File: config.mk
export PLATFORM = sky130hd
export DESIGN_NAME = url_percent_decoder
export DESIGN_NICKNAME = d
export VERILOG_FILES = /design/src/sv/upd_pkg.sv /design/src/sv/url_percent_decoder.sv /design/src/sv/upd_decode.sv /design/src/sv/upd_outq.sv
export SDC_FILE = /design/constraint.sdc
export NUM_CORES = 1
export LEC_CHECK = 0
export ABC_AREA = 1
export ABC_CLOCK_PERIOD_IN_PS = 10600
export BUFFER_PORTS_ARGS = -buffer_cell sky130_fd_sc_hd__buf_2
export CAP_MARGIN = 20
export CORE_ASPECT_RATIO = 0.7
export CORE_MARGIN = 3
export CORE_UTILIZATION = 40
export CTS_BUF_LIST = sky130_fd_sc_hd__clkbuf_16
export CTS_CLUSTER_DIAMETER = 120
export DETAILED_ROUTE_END_ITERATION = 6
export PLACE_DENSITY_LB_ADDON = 0.15
export RECOVER_POWER = 50
export SYNTH_ARGS = -nofsm -noshare
export SYNTH_HDL_FRONTEND = slang
export SYNTH_SLANG_ARGS = --single-unit
export TNS_END_PERCENT = 50
File: constraint.sdc
create_clock -name aclk -period 10.6 [get_ports aclk]
set_clock_uncertainty 0.2 [all_clocks]
set_input_delay 1.06 -clock aclk [delete_from_list [all_inputs] [get_ports aclk]]
set_output_delay 1.06 -clock aclk [all_outputs]
set_load 0.02 [all_outputs]
File: src/sv/upd_pkg.sv
// Shared types, character constants and helper functions for the URL
// percent decoder. No dependencies; imported by every upd_* module.
package upd_pkg;

    // Characters with special meaning in the encoded stream
    localparam logic [7:0] CH_PLUS  = 8'h2b;
    localparam logic [7:0] CH_AMP   = 8'h26;
    localparam logic [7:0] CH_SEMI  = 8'h3b;
    localparam logic [7:0] CH_EQ    = 8'h3d;
    localparam logic [7:0] CH_PCT   = 8'h25;
    localparam logic [7:0] CH_SLASH = 8'h2f;

    // Configuration register indexes
    localparam logic [2:0] REG_PLUS  = 3'd0;
    localparam logic [2:0] REG_AMP   = 3'd1;
    localparam logic [2:0] REG_SEMI  = 3'd2;
    localparam logic [2:0] REG_EQ    = 3'd3;
    localparam logic [2:0] REG_SLASH = 3'd4;

    // Output queue depth and results per item
    localparam int QDEPTH   = 4;
    localparam int MAX_RES  = 3;

    // Substitution bytes from the configuration registers
    typedef struct packed {
        logic [7:0] plus_sub;
        logic [7:0] amp_sub;
        logic [7:0] semicolon_sub;
        logic [7:0] equals_sub;
        logic [7:0] slash_sub;
    } upd_subs_t;

    // One result item
    typedef struct packed {
        logic [7:0] out_byte;
        logic       run_last;
        logic       string_end;
    } upd_item_t;

    // Results of one input item handed to the output queue
    typedef struct packed {
        logic [1:0]            cnt;
        upd_item_t [MAX_RES-1:0] items;
    } upd_push_t;

    // Hex digit value; bit 4 set means not a hex digit
    function automatic logic [4:0] hex_val(input logic [7:0] b);
        logic [4:0] v;
        v = 5'h10;
        if (b >= 8'h30 && b <= 8'h39) begin
            v = {1'b0, 4'(b - 8'h30)};
        end else if (b >= 8'h61 && b <= 8'h66) begin
            v = {1'b0, 4'(b - 8'h57)};
        end else if (b >= 8'h41 && b <= 8'h46) begin
            v = {1'b0, 4'(b - 8'h37)};
        end
        return v;
    endfunction

    // Replace the separator characters + & ; = by their configured bytes
    function automatic logic [7:0] subst(input logic [7:0] b, input upd_subs_t s);
        logic [7:0] r;
        r = b;
        if (b == CH_PLUS) begin
            r = s.plus_sub;
        end else if (b == CH_AMP) begin
            r = s.amp_sub;
        end else if (b == CH_SEMI) begin
            r = s.semicolon_sub;
        end else if (b == CH_EQ) begin
            r = s.equals_sub;
        end
        return r;
    endfunction

endpackage

File: src/sv/url_percent_decoder.sv
// URL percent decoder, top level: configuration registers, decoder stage and
// output queue. An accepted item's results pass from the input register through
// the output queue to m_*. Throughput: one item per cycle; the 4-entry output
// queue stalls s_tready only while an item's results (up to 3) do not fit.
// Reset (aresetn low, synchronous) empties both stages, clears pending state
// and loads the default substitutes. Depends on upd_pkg, upd_decode, upd_outq.
module url_percent_decoder (
    input  logic       aclk,
    input  logic       aresetn,
    input  logic       s_tvalid,
    output logic       s_tready,
    input  logic [7:0] s_tdata,    // [7:0] in_byte
    input  logic       s_tlast,    // in_end
    output logic       m_tvalid,
    input  logic       m_tready,
    output logic [7:0] m_tdata,    // [7:0] out_byte
    output logic       m_tlast,    // run_last
    output logic       m_tuser,    // string_end
    input  logic       cfg_valid,
    output logic       cfg_ready,
    input  logic [2:0] cfg_index,
    input  logic [7:0] cfg_data
);
    import upd_pkg::*;

    upd_subs_t subs_reg;
    upd_push_t push;
    logic [2:0] space;

    assign cfg_ready = 1'b1;

    // Configuration registers; unknown indexes are dropped
    always_ff @(posedge aclk) begin
        if (!aresetn) begin
            subs_reg.plus_sub      <= CH_PLUS - 8'h0b;
            subs_reg.amp_sub       <= CH_AMP;
            subs_reg.semicolon_sub <= CH_SEMI;
            subs_reg.equals_sub    <= CH_EQ;
            subs_reg.slash_sub     <= CH_SLASH;
        end else if (cfg_valid) begin
            unique case (cfg_index)
                REG_PLUS:  subs_reg.plus_sub      <= cfg_data;
                REG_AMP:   subs_reg.amp_sub       <= cfg_data;
                REG_SEMI:  subs_reg.semicolon_sub <= cfg_data;
                REG_EQ:    subs_reg.equals_sub    <= cfg_data;
                REG_SLASH: subs_reg.slash_sub     <= cfg_data;
                default: begin
                end
            endcase
        end
    end

    upd_decode u_decode (
        .aclk     (aclk),
        .aresetn  (aresetn),
        .s_tvalid (s_tvalid),
        .s_tready (s_tready),
        .s_tdata  (s_tdata),
        .s_tlast  (s_tlast),
        .subs     (subs_reg),
        .space    (space),
        .push     (push)
    );

    upd_outq u_outq (
        .aclk     (aclk),
        .aresetn  (aresetn),
        .push     (push),
        .space    (space),
        .m_tvalid (m_tvalid),
        .m_tready (m_tready),
        .m_tdata  (m_tdata),
        .m_tlast  (m_tlast),
        .m_tuser  (m_tuser)
    );

endmodule

File: src/sv/upd_decode.sv
// Input register, percent-sequence state and decode logic. Produces up to
// three result items per input item. Depends on upd_pkg.
module upd_decode (
    input  logic              aclk,
    input  logic              aresetn,
    input  logic              s_tvalid,
    output logic              s_tready,
    input  logic [7:0]        s_tdata,    // [7:0] in_byte
    input  logic              s_tlast,    // in_end
    input  upd_pkg::upd_subs_t subs,
    input  logic [2:0]        space,
    output upd_pkg::upd_push_t push
);
    import upd_pkg::*;

    typedef enum logic [1:0] {
        PC_IDLE = 2'd0,
        PC_PCT  = 2'd1,
        PC_DIG  = 2'd2
    } pend_t;

    logic       s1_valid_reg;
    logic [7:0] s1_byte_reg;
    logic       s1_end_reg;
    pend_t      pc_reg, pc_next;
    logic [7:0] held_reg, held_next;

    logic [4:0] hv_b, hv_h;
    logic       b_hex, b_pct;
    logic       f_emit;
    logic [7:0] f_byte;
    pend_t      f_pc;
    logic [7:0] dec_byte;
    logic [1:0] n_res;
    logic [7:0] rb [MAX_RES];
    logic       s1_move;

    // Fresh-byte handling shared by all pending states
    always_comb begin
        hv_b     = hex_val(s1_byte_reg);
        hv_h     = hex_val(held_reg);
        b_hex    = ~hv_b[4];
        b_pct    = (s1_byte_reg == CH_PCT);
        f_emit   = ~b_pct | s1_end_reg;
        f_byte   = b_pct ? CH_PCT : subst(s1_byte_reg, subs);
        f_pc     = (b_pct && !s1_end_reg) ? PC_PCT : PC_IDLE;
        dec_byte = {hv_h[3:0], hv_b[3:0]};
        if (dec_byte == CH_SLASH) begin
            dec_byte = subs.slash_sub;
        end
    end

    // Result list and next state for the item in the input register
    always_comb begin
        rb[0]     = f_byte;
        rb[1]     = f_byte;
        rb[2]     = f_byte;
        n_res     = {1'b0, f_emit};
        pc_next   = f_pc;
        held_next = held_reg;
        unique case (pc_reg)
            PC_PCT: begin
                if (b_hex) begin
                    if (s1_end_reg) begin
                        rb[0]   = CH_PCT;
                        rb[1]   = s1_byte_reg;
                        n_res   = 2'd2;
                        pc_next = PC_IDLE;
                    end else begin
                        n_res     = 2'd0;
                        pc_next   = PC_DIG;
                        held_next = s1_byte_reg;
                    end
                end else begin
                    rb[0] = CH_PCT;
                    rb[1] = f_byte;
                    n_res = 2'd1 + {1'b0, f_emit};
                end
            end
            PC_DIG: begin
                if (b_hex) begin
                    rb[0]   = subst(dec_byte, subs);
                    n_res   = 2'd1;
                    pc_next = PC_IDLE;
                end else begin
                    rb[0] = CH_PCT;
                    rb[1] = held_reg;
                    rb[2] = f_byte;
                    n_res = 2'd2 + {1'b0, f_emit};
                end
            end
            default: begin
            end
        endcase
        if (s1_end_reg) begin
            pc_next   = PC_IDLE;
            held_next = 8'h00;
        end
    end

    // Hand the item to the queue only when all its results fit
    assign s1_move  = s1_valid_reg && ({1'b0, n_res} <= space);
    assign s_tready = ~s1_valid_reg | s1_move;

    always_comb begin
        push.cnt = s1_move ? n_res : 2'd0;
        for (int k = 0; k < MAX_RES; k++) begin
            push.items[k].out_byte   = rb[k];
            push.items[k].run_last   = (2'(k) == n_res - 2'd1);
            push.items[k].string_end = (2'(k) == n_res - 2'd1) & s1_end_reg;
        end
    end

    // Input register and decoder state
    always_ff @(posedge aclk) begin
        if (!aresetn) begin
            s1_valid_reg <= 1'b0;
            pc_reg       <= PC_IDLE;
            held_reg     <= 8'h00;
        end else begin
            if (s_tready) begin
                s1_valid_reg <= s_tvalid;
            end
            if (s1_move) begin
                pc_reg   <= pc_next;
                held_reg <= held_next;
            end
        end
    end

    always_ff @(posedge aclk) begin
        if (s_tready && s_tvalid) begin
            s1_byte_reg <= s_tdata;
            s1_end_reg  <= s_tlast;
        end
    end

    // A string end leaves nothing pending
    a_end_clears: assert property (@(posedge aclk) disable iff (!aresetn)
        s1_move && s1_end_reg |=> pc_reg == PC_IDLE && held_reg == 8'h00)
        else $error("pending state survives end of string");

    // A string end always yields at least one result
    a_end_emits: assert property (@(posedge aclk) disable iff (!aresetn)
        s1_move && s1_end_reg |-> push.cnt != 2'd0)
        else $error("end of string produced no result");

endmodule

File: src/sv/upd_outq.sv
// Shifting output queue of result items; entry 0 is the output register.
// Each cycle up to 3 items in, one out on m_tready. Depends on upd_pkg.
module upd_outq (
    input  logic              aclk,
    input  logic              aresetn,
    input  upd_pkg::upd_push_t push,
    output logic [2:0]        space,
    output logic              m_tvalid,
    input  logic              m_tready,
    output logic [7:0]        m_tdata,    // [7:0] out_byte
    output logic              m_tlast,    // run_last
    output logic              m_tuser     // string_end
);
    import upd_pkg::*;

    upd_item_t  q_reg [QDEPTH];
    upd_item_t  q_next [QDEPTH];
    logic [2:0] count_reg, count_next;
    logic [2:0] base;
    logic [2:0] k;
    logic       pop;

    assign pop      = m_tvalid & m_tready;
    assign space    = 3'(QDEPTH) - count_reg + {2'b00, pop};
    assign base     = count_reg - {2'b00, pop};
    assign m_tvalid = (count_reg != 3'd0);
    assign m_tdata  = q_reg[0].out_byte;
    assign m_tlast  = q_reg[0].run_last;
    assign m_tuser  = q_reg[0].string_end;

    // Shift on pop, then append new items behind the survivors
    always_comb begin
        for (int i = 0; i < QDEPTH; i++) begin
            q_next[i] = q_reg[i];
            if (pop && i < QDEPTH - 1) begin
                q_next[i] = q_reg[i + 1];
            end
            k = 3'(i) - base;
            if (3'(i) >= base && k < {1'b0, push.cnt}) begin
                q_next[i] = push.items[k[1:0]];
            end
        end
        count_next = base + {1'b0, push.cnt};
    end

    always_ff @(posedge aclk) begin
        if (!aresetn) begin
            count_reg <= 3'd0;
        end else begin
            count_reg <= count_next;
        end
    end

    always_ff @(posedge aclk) begin
        q_reg <= q_next;
    end

    // Fill level stays within the queue
    a_count_range: assert property (@(posedge aclk) disable iff (!aresetn)
        count_reg <= 3'(QDEPTH))
        else $error("output queue overfilled");

    // Pushes never exceed the room left after this cycle's pop
    a_push_fits: assert property (@(posedge aclk) disable iff (!aresetn)
        push.cnt != 2'd0 |-> {1'b0, push.cnt} <= space)
        else $error("push larger than free space");

endmodule

After elaboration in Yosys (flattened, before gate mapping) --
Cells that the tools add are included.
Storage, ports and cells: register bits after elaboration 103, output and inout port bits 13
Cells by class: $lt $le $gt $ge 25, mux-type cells 49, reductions and logical operators 27, bitwise gates (word level) 8, equality and inequality tests 19, add/subtract/negate cells 17
Operators with widths (number):
- $mux 8 | 15
- $mux 10 | 10
- $bmux 10 s2 | 4
- $eq 8x6->1 const B | 10
- $mux 16 | 3
- $ge 8x7->1 const B | 4
- $le 8x7->1 const B | 4
- $pmux 16 s2 | 1
- $ge 8x6->1 const B | 2
- $le 8x6->1 const B | 2
- $sub 4x3->4 const B | 4
- $mux 5 | 3
- $mux 2 | 7
- $logic_and 1x1->1 | 13
- $lt 2x3->1 const B | 4
- $lt 3x2->1 | 4
- $mux 4 | 3
- $reduce_and 2->1 | 5
- $pmux 2 s2 | 2
- $reduce_bool 2->1 | 4
- $sub 4x1->4 const B | 2
- $eq 3x2->1 const B | 2
- $ge 1x3->1 const A | 2
- $ge 2x3->1 const A | 2
- 26 further kinds | 33

Depth between registers and ports, before layout --
Gate-level depths: netlist (run 1).
word-level depth 17, mapped depth 29, mapped depth without buffers 29

Cells and area by module --
From an unflattened synthesis (run 1), not the netlist that was laid out.
Second synthesis, totals: cell total of the unflattened synthesis 1092, area, all modules 7420.9 um^2
Modules (own cells, without submodules):
- upd_outq | sequential area each 1261.2 um^2, cells an instance 370, instances 1, area an instance 2950.3 um^2
- upd_decode | sequential area each 490.5 um^2, cells an instance 499, instances 1, area an instance 2922.8 um^2
- url_percent_decoder | sequential area each 800.8 um^2, cells an instance 223, instances 1, area an instance 1547.7 um^2

Worst setup path after synthesis (run 1) --
Ideal clock, no wire load.
path type in2reg, start point input port m_tready, end point register u_outq.q_reg[20] (netlist name), enable pin, stages 20, arrival time 4.770 ns, path slack 5.290 ns, required time 10.060 ns, cell sequence nand2_1 -> ha_1 -> clkbuf_1 -> inv_1 -> clkbuf_1 -> ha_1 -> nand2_1 -> o21ai_0 -> a211oi_1 -> nor2_1 -> inv_1 -> nor2_1 -> inv_1 -> ha_1 -> inv_1 -> nor2_1 -> nor4_1 -> clkinv_1 -> clkbuf_1 -> nand2_1
Between the ends: longest elaborated chain between the ends 8, elaborated cells between the ends (all ways) 11
Ends and longest elaborated chain:
- start: declaration | line url_percent_decoder.sv:15 | input logic m_tready,
- $and 1x1->1 * | line upd_outq.sv:23 | assign pop = m_tvalid & m_tready;
- $add 3x1->3 | line upd_outq.sv:24 | assign space = 3'(QDEPTH) - count_reg + {2'b00, pop};
- $le 2x3->1 | line upd_decode.sv:102 | assign s1_move = s1_valid_reg && ({1'b0, n_res} <= space);
- $logic_and 1x1->1 | line upd_decode.sv:102
- $mux 2 | line upd_decode.sv:106 | push.cnt = s1_move ? n_res : 2'd0;
- $lt 3x2->1 | line upd_outq.sv:39 | if (3'(i) >= base && k < {1'b0, push.cnt}) begin
- $logic_and 1x1->1 | line upd_outq.sv:39
- $reduce_bool 2->1 (no line) *
- end signal: assignment | line upd_outq.sv:55 | q_reg <= q_next;
- end: declaration | line upd_outq.sv:16 | upd_item_t q_reg [QDEPTH];
Every way passes the cells marked *; elsewhere a longest branch is shown, timed or not. A chain may end at the register's enable or synchronous reset.

Worst setup path in the final report (run 1) --
start point input port m_tready, end point register u_outq.q_reg[28] (netlist name), enable pin
Same word-level chain as after synthesis.

==> impl_results.md, run 1 <==
- Result of the run: finished, violations left
- Violations in the final reports: max-capacitance violations, max-slew violations
- Critical path capture point type: flip-flop
- Number of antenna violations at the first check in global routing: 0
- Routability Congestion: 0.941
- Die Outline Area: between 0.015 and 0.02 mm2
- Final period demand of the worst path: roughly 6.2 ns
- Min-Delay Endpoint: subs_reg[28]
- CTS root buffer: clkbuf_16
- Count of different cell masters after synthesis: between 40 and 50
- Via Count: around 6.3k
- Data required time at the worst endpoint: 10.40 ns
- Worst setup path class: primary input to flip-flop
- Core Box Area: 0.0158 mm2
- Flip-flop count of the largest register, all copies and words added: 40
- Crit path cell chain: buf_2 > nand2_1 > ha_1 > buf_4 > inv_1 > ha_1 > nand2_1 > o21ai_0 > a211oi_1 > nor2_1 > inv_1 > nor2_1 > inv_1 > ha_1 > inv_1 > nor2_1 > nor4_1 > clkinv_1 > nand2_1
- Post-Synthesis Mean Instance Area: 6.89 um2
- Final total negative setup slack: 0 ns
- Origin of the worst min-delay path: subs_reg[28]
- Initial core utilization: 41.9%
- Ports: 38
- Longest Clk Path Bufs: 2
- Number of standard cells in the final layout excluding fillers: 1199
- Most common library cell in the layout ignoring fill and taps: nand2_1
- # DRC: 0
- Antenna viol nets, final: 0
- Dominant combinational cell family by area after synthesis: simple AND/OR/NAND/NOR gates
- Peak Freq: roughly 0.16 GHz
- Net count of the finished layout: between 1k and 1.5k
- Wire length of the first global-routing pass: around 31000 um
- Mean routed wirelength per cell: about 17 um
- Number of optimization iterations in the first detailed-route pass: 5
- Netlist Area Pre-Place: around 0.0066 mm2
- Xor and xnor area share after synthesis: less than 1%
- Synthesis-to-layout area growth: 8.40%
- Worst slew margin relative to its limit: -8.01%
- Post-CTS setup buffer count: 0
- Reg-to-Reg Start: u_decode.s1_byte_reg[1]
- Die Wd: between 150 and 200 um
- DRT Wirelength: between 15000 and 20000 um
- Yosys synthesis warning count: 0
- Final Hold Viols: 0
- Number of fillers in the final layout: approximately 1.7k
- Flop2flop setup slack: ~4.4 ns
- Adder and majority cell fraction of the synthesized area: under 10%
- Highest-count cells in the layout ignoring fill and taps: nand2_1 (292), nor2_1 (108), inv_1 (103)
- Clock H-tree levels: 3
- Depth of the most critical reg-to-reg path: 25
- Post-synthesis share of cell area spent on and, or, nand and nor gates: a little under a third
- Crit Path Max Fanout: 40
- Register bit total from synthesis: approximately 100
- Maximum number of pins on one net before global-route repair: 42
- Fraction of final layout cells with drive strength greater than 1: around 6.1%
- Die extent in y: 114 um
- Number of gates resized after CTS: 0
- Share of Yosys cell area claimed by the top area cell type: 22.2%
- Class of the tightest hold or removal check: flip-flop to flip-flop
- Data arrival time of the worst path: 6.05 ns
- Hold-fix buffers, CTS: 0
- Final clock period utilization by the worst path: around 60%
- Peak supply drop: ~0.17 mV
- Placement Rows: 38
- Clock Sinks: 103
- Antenna diode count: 0
- Overall Global Routing Usage: between 20 and 25%
- Cell with the most instances on the worst path: inv_1
- Number of cells on the worst hold path: 2
- Residual overflow from global routing: 0
- Post-synthesis mux area share: less than 1%
- Actual transition at the worst max-transition pin: 1.62 ns
- Slowest cell on the critical path: inv_1
- Placement-stage cell area: 0.00692 mm2
- Vias in the first global route: between 5k and 6k
- DR vias/cell: around 5.3
- Final design area excluding fillers: between 0.007 and 0.008 mm2
- Power density over cell area: 273 mW/mm2
- Cells after Synth: between 900 and 1k
- CTS tree: yes
- Top cell type by total area after synthesis: edfxtp_1
- Initial DRC count: between 700 and 800
- Final slew viol count: 42
- Net Count, Synth: between 1k and 1.5k
- Clk Latency, worst-skew pair: ~0.35 ns
- Stage delay of the slowest cell on the critical path: approximately 0.66 ns
- Synth Area in Compound Gates: about 15%
- Num CTS Buffers: 9
- Port bufs: 36
- Placed wire-length estimate: about 15000 um
- Critical path startpoint category: primary input
- Clock slew at the register clock pins of the worst setup and hold paths: around 0.08 ns
- Critical R2R Capture: u_outq.q_reg[28]
- RSZ-0062 raised after global routing: false
- Number of placed cells counting well taps: 1183
- Share of synthesized area occupied by flip-flops and latches: 38.5%
- Number of setup violations in the final report: 0
- Ranking of synthesized cells by area: edfxtp_1 (22%), nand2_1 (17%), dfxtp_1 (16%)
- Static Leak: approximately 3.3 nW
- Count of maximum capacitance violations: 1
[cell families (layout without fill, tap and decap cells)]
kind of cell | Yosys count | after routing
and+or+nand+nor | 498 | 498
AOI/OAI and AO/OA | 176 | 176
buffers and inverters | 151 | 168
DFF | 103 | 103
adders and majority gates | 30 | 30
xor gates and xnor gates | 2 | 2
other | 1 | 1
muxes | 1 | 1
[area by class of cell]
class                   count  area [um2]  area share [%]
clock buffers               9         225            3.13
clock inverters             7        66.3           0.923
inverters                 111         417            5.80
multi-input cells         708        3450            48.0
flip-flops and latches    103        2550            35.5
well taps                 220         275            3.83
repair buffers             41         196            2.73
[stage by stage]
stage               util, %  setup WS [ns]  hold slack, ns  power (mW)
floorplan                 -           5.29           0.243        1.38
global placement       43.7           4.29           0.271        1.63
detailed placement     43.7           4.11           0.274        1.62
CTS                    45.6           4.48           0.284        1.96
global route           45.4           3.53           0.320        2.12
finish                 45.4           4.35           0.279        1.96
[how the worst max path moves through the flow]
stage	from	endpoint	slack, ns	depth (start not counted)
5_1_grt	u_decode.s1_byte_reg[1]	u_outq.q_reg[22]	3.53	25
3_5_place_dp	m_tready	u_outq.q_reg[22]	4.11	19
2_1_floorplan	m_tready	u_outq.q_reg[20]	5.29	20
3_3_place_gp	m_tready	u_outq.q_reg[22]	4.29	19
4_1_cts	m_tready	u_outq.q_reg[28]	4.48	19
6_report	m_tready	u_outq.q_reg[28]	4.35	19
[critical path, delay by kind of cell]
| kind | cells | cell delay (ns) |
|---|---|---|
| compound gates | 2 | 0.36 |
| buf+inv | 7 | 1.96 |
| fa+ha+maj | 3 | 1.01 |
| simple gates | 7 | 1.63 |
[power breakdown]
| group | leakage [nW] | switching, mW | total, mW | internal, mW |
|---|---|---|---|---|
| clock | 0.145 | 0.165 | 0.330 | 0.165 |
| sequential | 0.906 | 0.0422 | 0.650 | 0.608 |
| combinational | 2.20 | 0.708 | 0.979 | 0.271 |
| total | 3.25 | 0.915 | 1.96 | 1.04 |
[layer usage]
layer  track usage (%)  vias up  wire, um
met5                 0        -         0
met4              3.29        0       144
met3              5.59       14      1770
met2              27.4      221      7100
met1              37.3     2930     10900
li1                  -     3164         -
[Yosys cell counts, drive strengths merged]
cell type	number
o211ai	13
o221ai	4
xor2	1
a211oi	2
a21boi	2
conb	1
o21ai	81
nor2	114
nor3	6
nand3	65
inv	107
clkbuf	22
dfxtp	54
o211a	1
a22oi	1
o32ai	1
nand3b	2
edfxtp	49
a2111oi	1
fa	1
or2	1
a221oi	2
ha	29
nor4	4
o31ai	1
xnor2	1
o22ai	3
buf	18
a31oi	1
nand4	8
clkinv	4
mux2i	1
a221o	1
a21oi	62
nor3b	1
nand2	297
No activity file was read; power rests on OpenSTA's default activity.
==> run 2, diff against run 1 <==
ABC_AREA = 0   (was 1)
ABC_CLOCK_PERIOD_IN_PS = 5700   (was 10600)
clock period = 5.7 ns   (was 10.6 ns; I/O delays follow)
==> impl_results.md, run 2 <==
- Origin of the worst min-delay path: s_tdata[7]
- Part of the total power dissipated in sequential elements: 29.0% (-4.2 points)
- CTS root buffer: clkbuf_16
- Highest Signal Layer: met4
- Placement Rows: 40 (+5.3%)
- Power share of the combinational group: 56.4% (+6.4 points)
- Clock Sinks: 103 (unchanged)
- RSZ-0062 raised after global routing: false
- Via Count: 6874 (+8.6%)
- Placed wire-length estimate: 19000 um (+23%)
- Result of the run: finished, violations left
- Maximum number of pins on one net before global-route repair: 55 (+31%)
- Post-Synthesis Mean Instance Area: 8.34 um2 (+21%)
- Int Pwr: 2.21 mW (+110%)
- Critical path startpoint category: flip-flop
- Number of fillers in the final layout: 1728 (+3.8%)
- Clk Latency, worst-skew pair: 0.36 ns (about the same)
- Num CTS Buffers: 9 (unchanged)
- Cell with the most instances on the worst path: ha_1
- Net switching share of the total power: 47.0% (+0.32 points)
- Hold-fix buffers, CTS: 0 (unchanged)
- Longest Clk Path Bufs: 2 (unchanged)
- Clock H-tree levels: 3 (unchanged)
- Stage delay of the slowest cell on the critical path: 0.55 ns (-0.11 ns)
- CTS tree: yes
- Worst setup path class: flip-flop to flip-flop
- Most instantiated cells after synthesis: nand2_1 (147), nor2_1 (64), dfxtp_1 (54)
- Final Hold Viols: 0 (unchanged)
- Antenna diode count: 0 (unchanged)
- Commonest register cell after synthesis: dfxtp_1
- Net Count, Synth: 905 (-11%)
- Die Wd: 165 um (+3.3%)
- Net count of the finished layout: 922 (-10%)
- Final clock period utilization by the worst path: between 90% and 100%
- Number of gates resized after CTS: 0 (unchanged)
- Top cell type by total area after synthesis: edfxtp_1
- Most common library cell in the layout ignoring fill and taps: nand2_1
- DRT met1 WL: 11700 um (+7.4%)
- Post-CTS setup buffer count: 0 (unchanged)
- Fraction of final layout cells with drive strength greater than 1: 11.2% (+5.1 points)
- Sw power: 1.97 mW (+110%)
- Worst setup path startpoint: u_decode.s1_byte_reg[0]
- Initial core utilization: 41.1% (-0.80 points)
- Data arrival time of the worst path: 5.25 ns (-0.80 ns)
- Ports: 38 (unchanged)
- Number of setup violations in the final report: 0 (unchanged)
- Share of synthesized area occupied by flip-flops and latches: 36.0% (-2.5 points)
- Data required time at the worst endpoint: 5.59 ns (-4.81 ns)
- Netlist Area Pre-Place: 0.00709 mm2 (+7.0%)
- Vias in the first global route: 6318 (+15%)
- DR vias/cell: 6.23 (+18%)
- Flip-flop count of the largest register, all copies and words added: 40 (unchanged)
- Routability Congestion: 1.00 (+6.7%)
- Initial DRC count: 989 (+32%)
- Final slew viol count: 0 (-100%)
- Most frequent cell after synthesis: nand2_1
- Sequential cell area in the final layout: 0.00255 mm2 (unchanged)
- Final total negative setup slack: 0 ns (unchanged)
- Yosys synthesis warning count: 0 (unchanged)
- Die extent in y: 117 um (+3.2%)
- Power density over cell area: 538 mW/mm2 (+97%)
- Class of the tightest hold or removal check: primary input to flip-flop
- Highest-count cells in the layout ignoring fill and taps: nand2_1 (147), nor2_1 (64), dfxtp_1 (54)
- WP buf/inv: 1 (-6)
- Number of antenna violations at the first check in global routing: 0 (unchanged)
- Share of Yosys cell area claimed by the top area cell type: 20.8% (-1.4 points)
- Final period demand of the worst path: roughly 5.4 ns
- Share of power burned in the clock network: 14.5% (-2.4 points)
- Peak Freq: 0.186 GHz
- Peak supply drop: 0.574 mV (+230%)
- # DRC: 2 (+2)
- Post-synthesis async set-or-reset flop share: 0% (unchanged)
- Static Leak: 2.81 nW (-14%)
- Worst slew margin relative to its limit: 26.9% (+35 points)
- Count of different cell masters after synthesis: 90 (+100%)
- Core Box Area: 0.0173 mm2 (+9.1%)
- Count of maximum capacitance violations: 0 (-1)
- Post-synth EDFFs: 49 (unchanged)
- Slowest cell on the critical path: or4_4
- Port bufs: 36 (unchanged)
- Mean routed wirelength per cell: 22.2 um (+34%)
- Ranking of synthesized cells by area: edfxtp_1 (21%), dfxtp_1 (15%), nand2_1 (7.8%)
- Residual overflow from global routing: 0 (unchanged)
- Register bit total from synthesis: 103 (unchanged)
- Antenna viol nets, final: 0 (unchanged)
- Overall Global Routing Usage: 25.0% (+3.0 points)
- Actual transition at the worst max-transition pin: 1.09 ns (-0.530 ns)
- Violations in the final reports: design-rule violations
- Synthesis-to-layout area growth: 9.55%
- Cell family with the largest share of critical-path delay: simple AND/OR/NAND/NOR gates
- Routed wl met3: 3090 um (+75%)
- Area used by multi-input combinational logic: 0.00418 mm2 (+21%)
- Post-place setup slack: 0.173 ns (-3.94 ns)
- Met2 Wirelength: 9320 um (+31%)
- Reg-to-Reg Start: u_decode.s1_byte_reg[0]
- Number of optimization iterations in the first detailed-route pass: 7 (+2)
- Crit path cell chain: inv_1 > ha_1 > or3b_2 > nand3_1 > a22oi_1 > o21ai_0 > nand2_1 > a21oi_1 > ha_1 > nor2b_1 > o21ai_1 > nand3_1 > ha_1 > nor2b_1 > or4_4 > and2_1 > a31oi_1 > a21boi_0 > a311oi_2
- Wire length of the first global-routing pass: 37200 um (+19%)
- Cells after Synth: 850 (-12%)
- Crit Path Max Fanout: 10 (-75%)
- Critical path capture point type: flip-flop
- Die Outline Area: 0.0194 mm2 (+6.6%)
- Clock slew at the register clock pins of the worst setup and hold paths: 0.08 ns (about the same)
- DRT Wirelength: 24500 um (+23%)
- Final setup margin: 0.334 ns (-4.02 ns)
==> run 2: cell types whose count changed after synthesis, moves of 16 or more <==
| cell | previous run | this run |
|---|---|---|
| a22oi_1 | 1 | 22 |
| inv_1 | 103 | 34 |
| nor2_1 | 107 | 64 |
| nor2b_1 | 0 | 19 |
| nand2_1 | 292 | 147 |
| nand3_1 | 63 | 34 |
| a21oi_1 | 62 | 31 |
| a31oi_1 | 1 | 17 |
| o21ai_0 | 68 | 47 |
| clkbuf_1 | 22 | 39 |
| a21boi_0 | 2 | 24 |
==> run 2: area by class of cell <==
cell class | count | area share [%]
Timing Repair Buffer | 59 | 4.27
Sequential cell | 103 | 32.9
Clock buffer | 9 | 2.90
Clock inverter | 7 | 0.741
Tap cell | 231 | 3.72
Inverter | 36 | 1.74
Multi-Input combinational cell | 658 | 53.8
==> run 2: per-layer routing <==
layer	up-vias	GRT usage, %
met5	-	0
met4	0	5.45
met3	41	7.24
met2	401	31.7
met1	3260	40.7
li1	3172	-
==> run 2: worst register-to-register path: stages (launching register included) <==
cell and delay [ns]:
edfxtp_1 0.54, inv_1 0.18, ha_1 0.19, or3b_2 0.49
nand3_1 0.12, a22oi_1 0.12, o21ai_0 0.21, nand2_1 0.10
a21oi_1 0.29, ha_1 0.30, nor2b_1 0.14, o21ai_1 0.19
nand3_1 0.25, ha_1 0.34, nor2b_1 0.15, or4_4 0.55
and2_1 0.19, a31oi_1 0.23, a21boi_0 0.25, a311oi_2 0.07
==> run 2: power groups by stage <==
stage	Clock, mW	Combinational (mW)	Sequential, mW
after floorplan	0	1.61	1.21
after global placement	0	2.27	1.22
after detailed placement	0	2.29	1.23
after CTS	0.618	2.30	1.21
after global routing	0.643	2.59	1.23
final	0.608	2.36	1.21
==> run 2: through the flow <==
stage	cells	utilization [%]	instance area (um2)	hold WS (ns)	total power, mW
floorplan	850	-	7090	0.241	2.82
global placement	1086	43.4	7490	0.282	3.49
detailed placement	1086	43.4	7490	0.290	3.52
CTS	1102	45.0	7780	0.176	4.13
global route	1103	45.0	7770	0.172	4.46
finish	1103	45.0	7770	0.182	4.18
==> run 2: kinds of logic after synthesis <==
kind of cell	synth area share (%)
flops	36.0
fa+ha+maj	5.40
compound gates	27.6
buf+inv	5.24
other cells	0.0529
mux	2.17
simple gates	23.0
xor+xnor	0.494
==> run 2: final timing paths <==
path                        endpoint  slack, ns  cells past startpoint
min          u_decode.s1_byte_reg[7]       0.18                      1
min reg2reg              subs_reg[6]       0.29                      2
max                u_outq.m_tdata[5]       0.33                     19
max reg2reg        u_outq.m_tdata[5]       0.33                     19
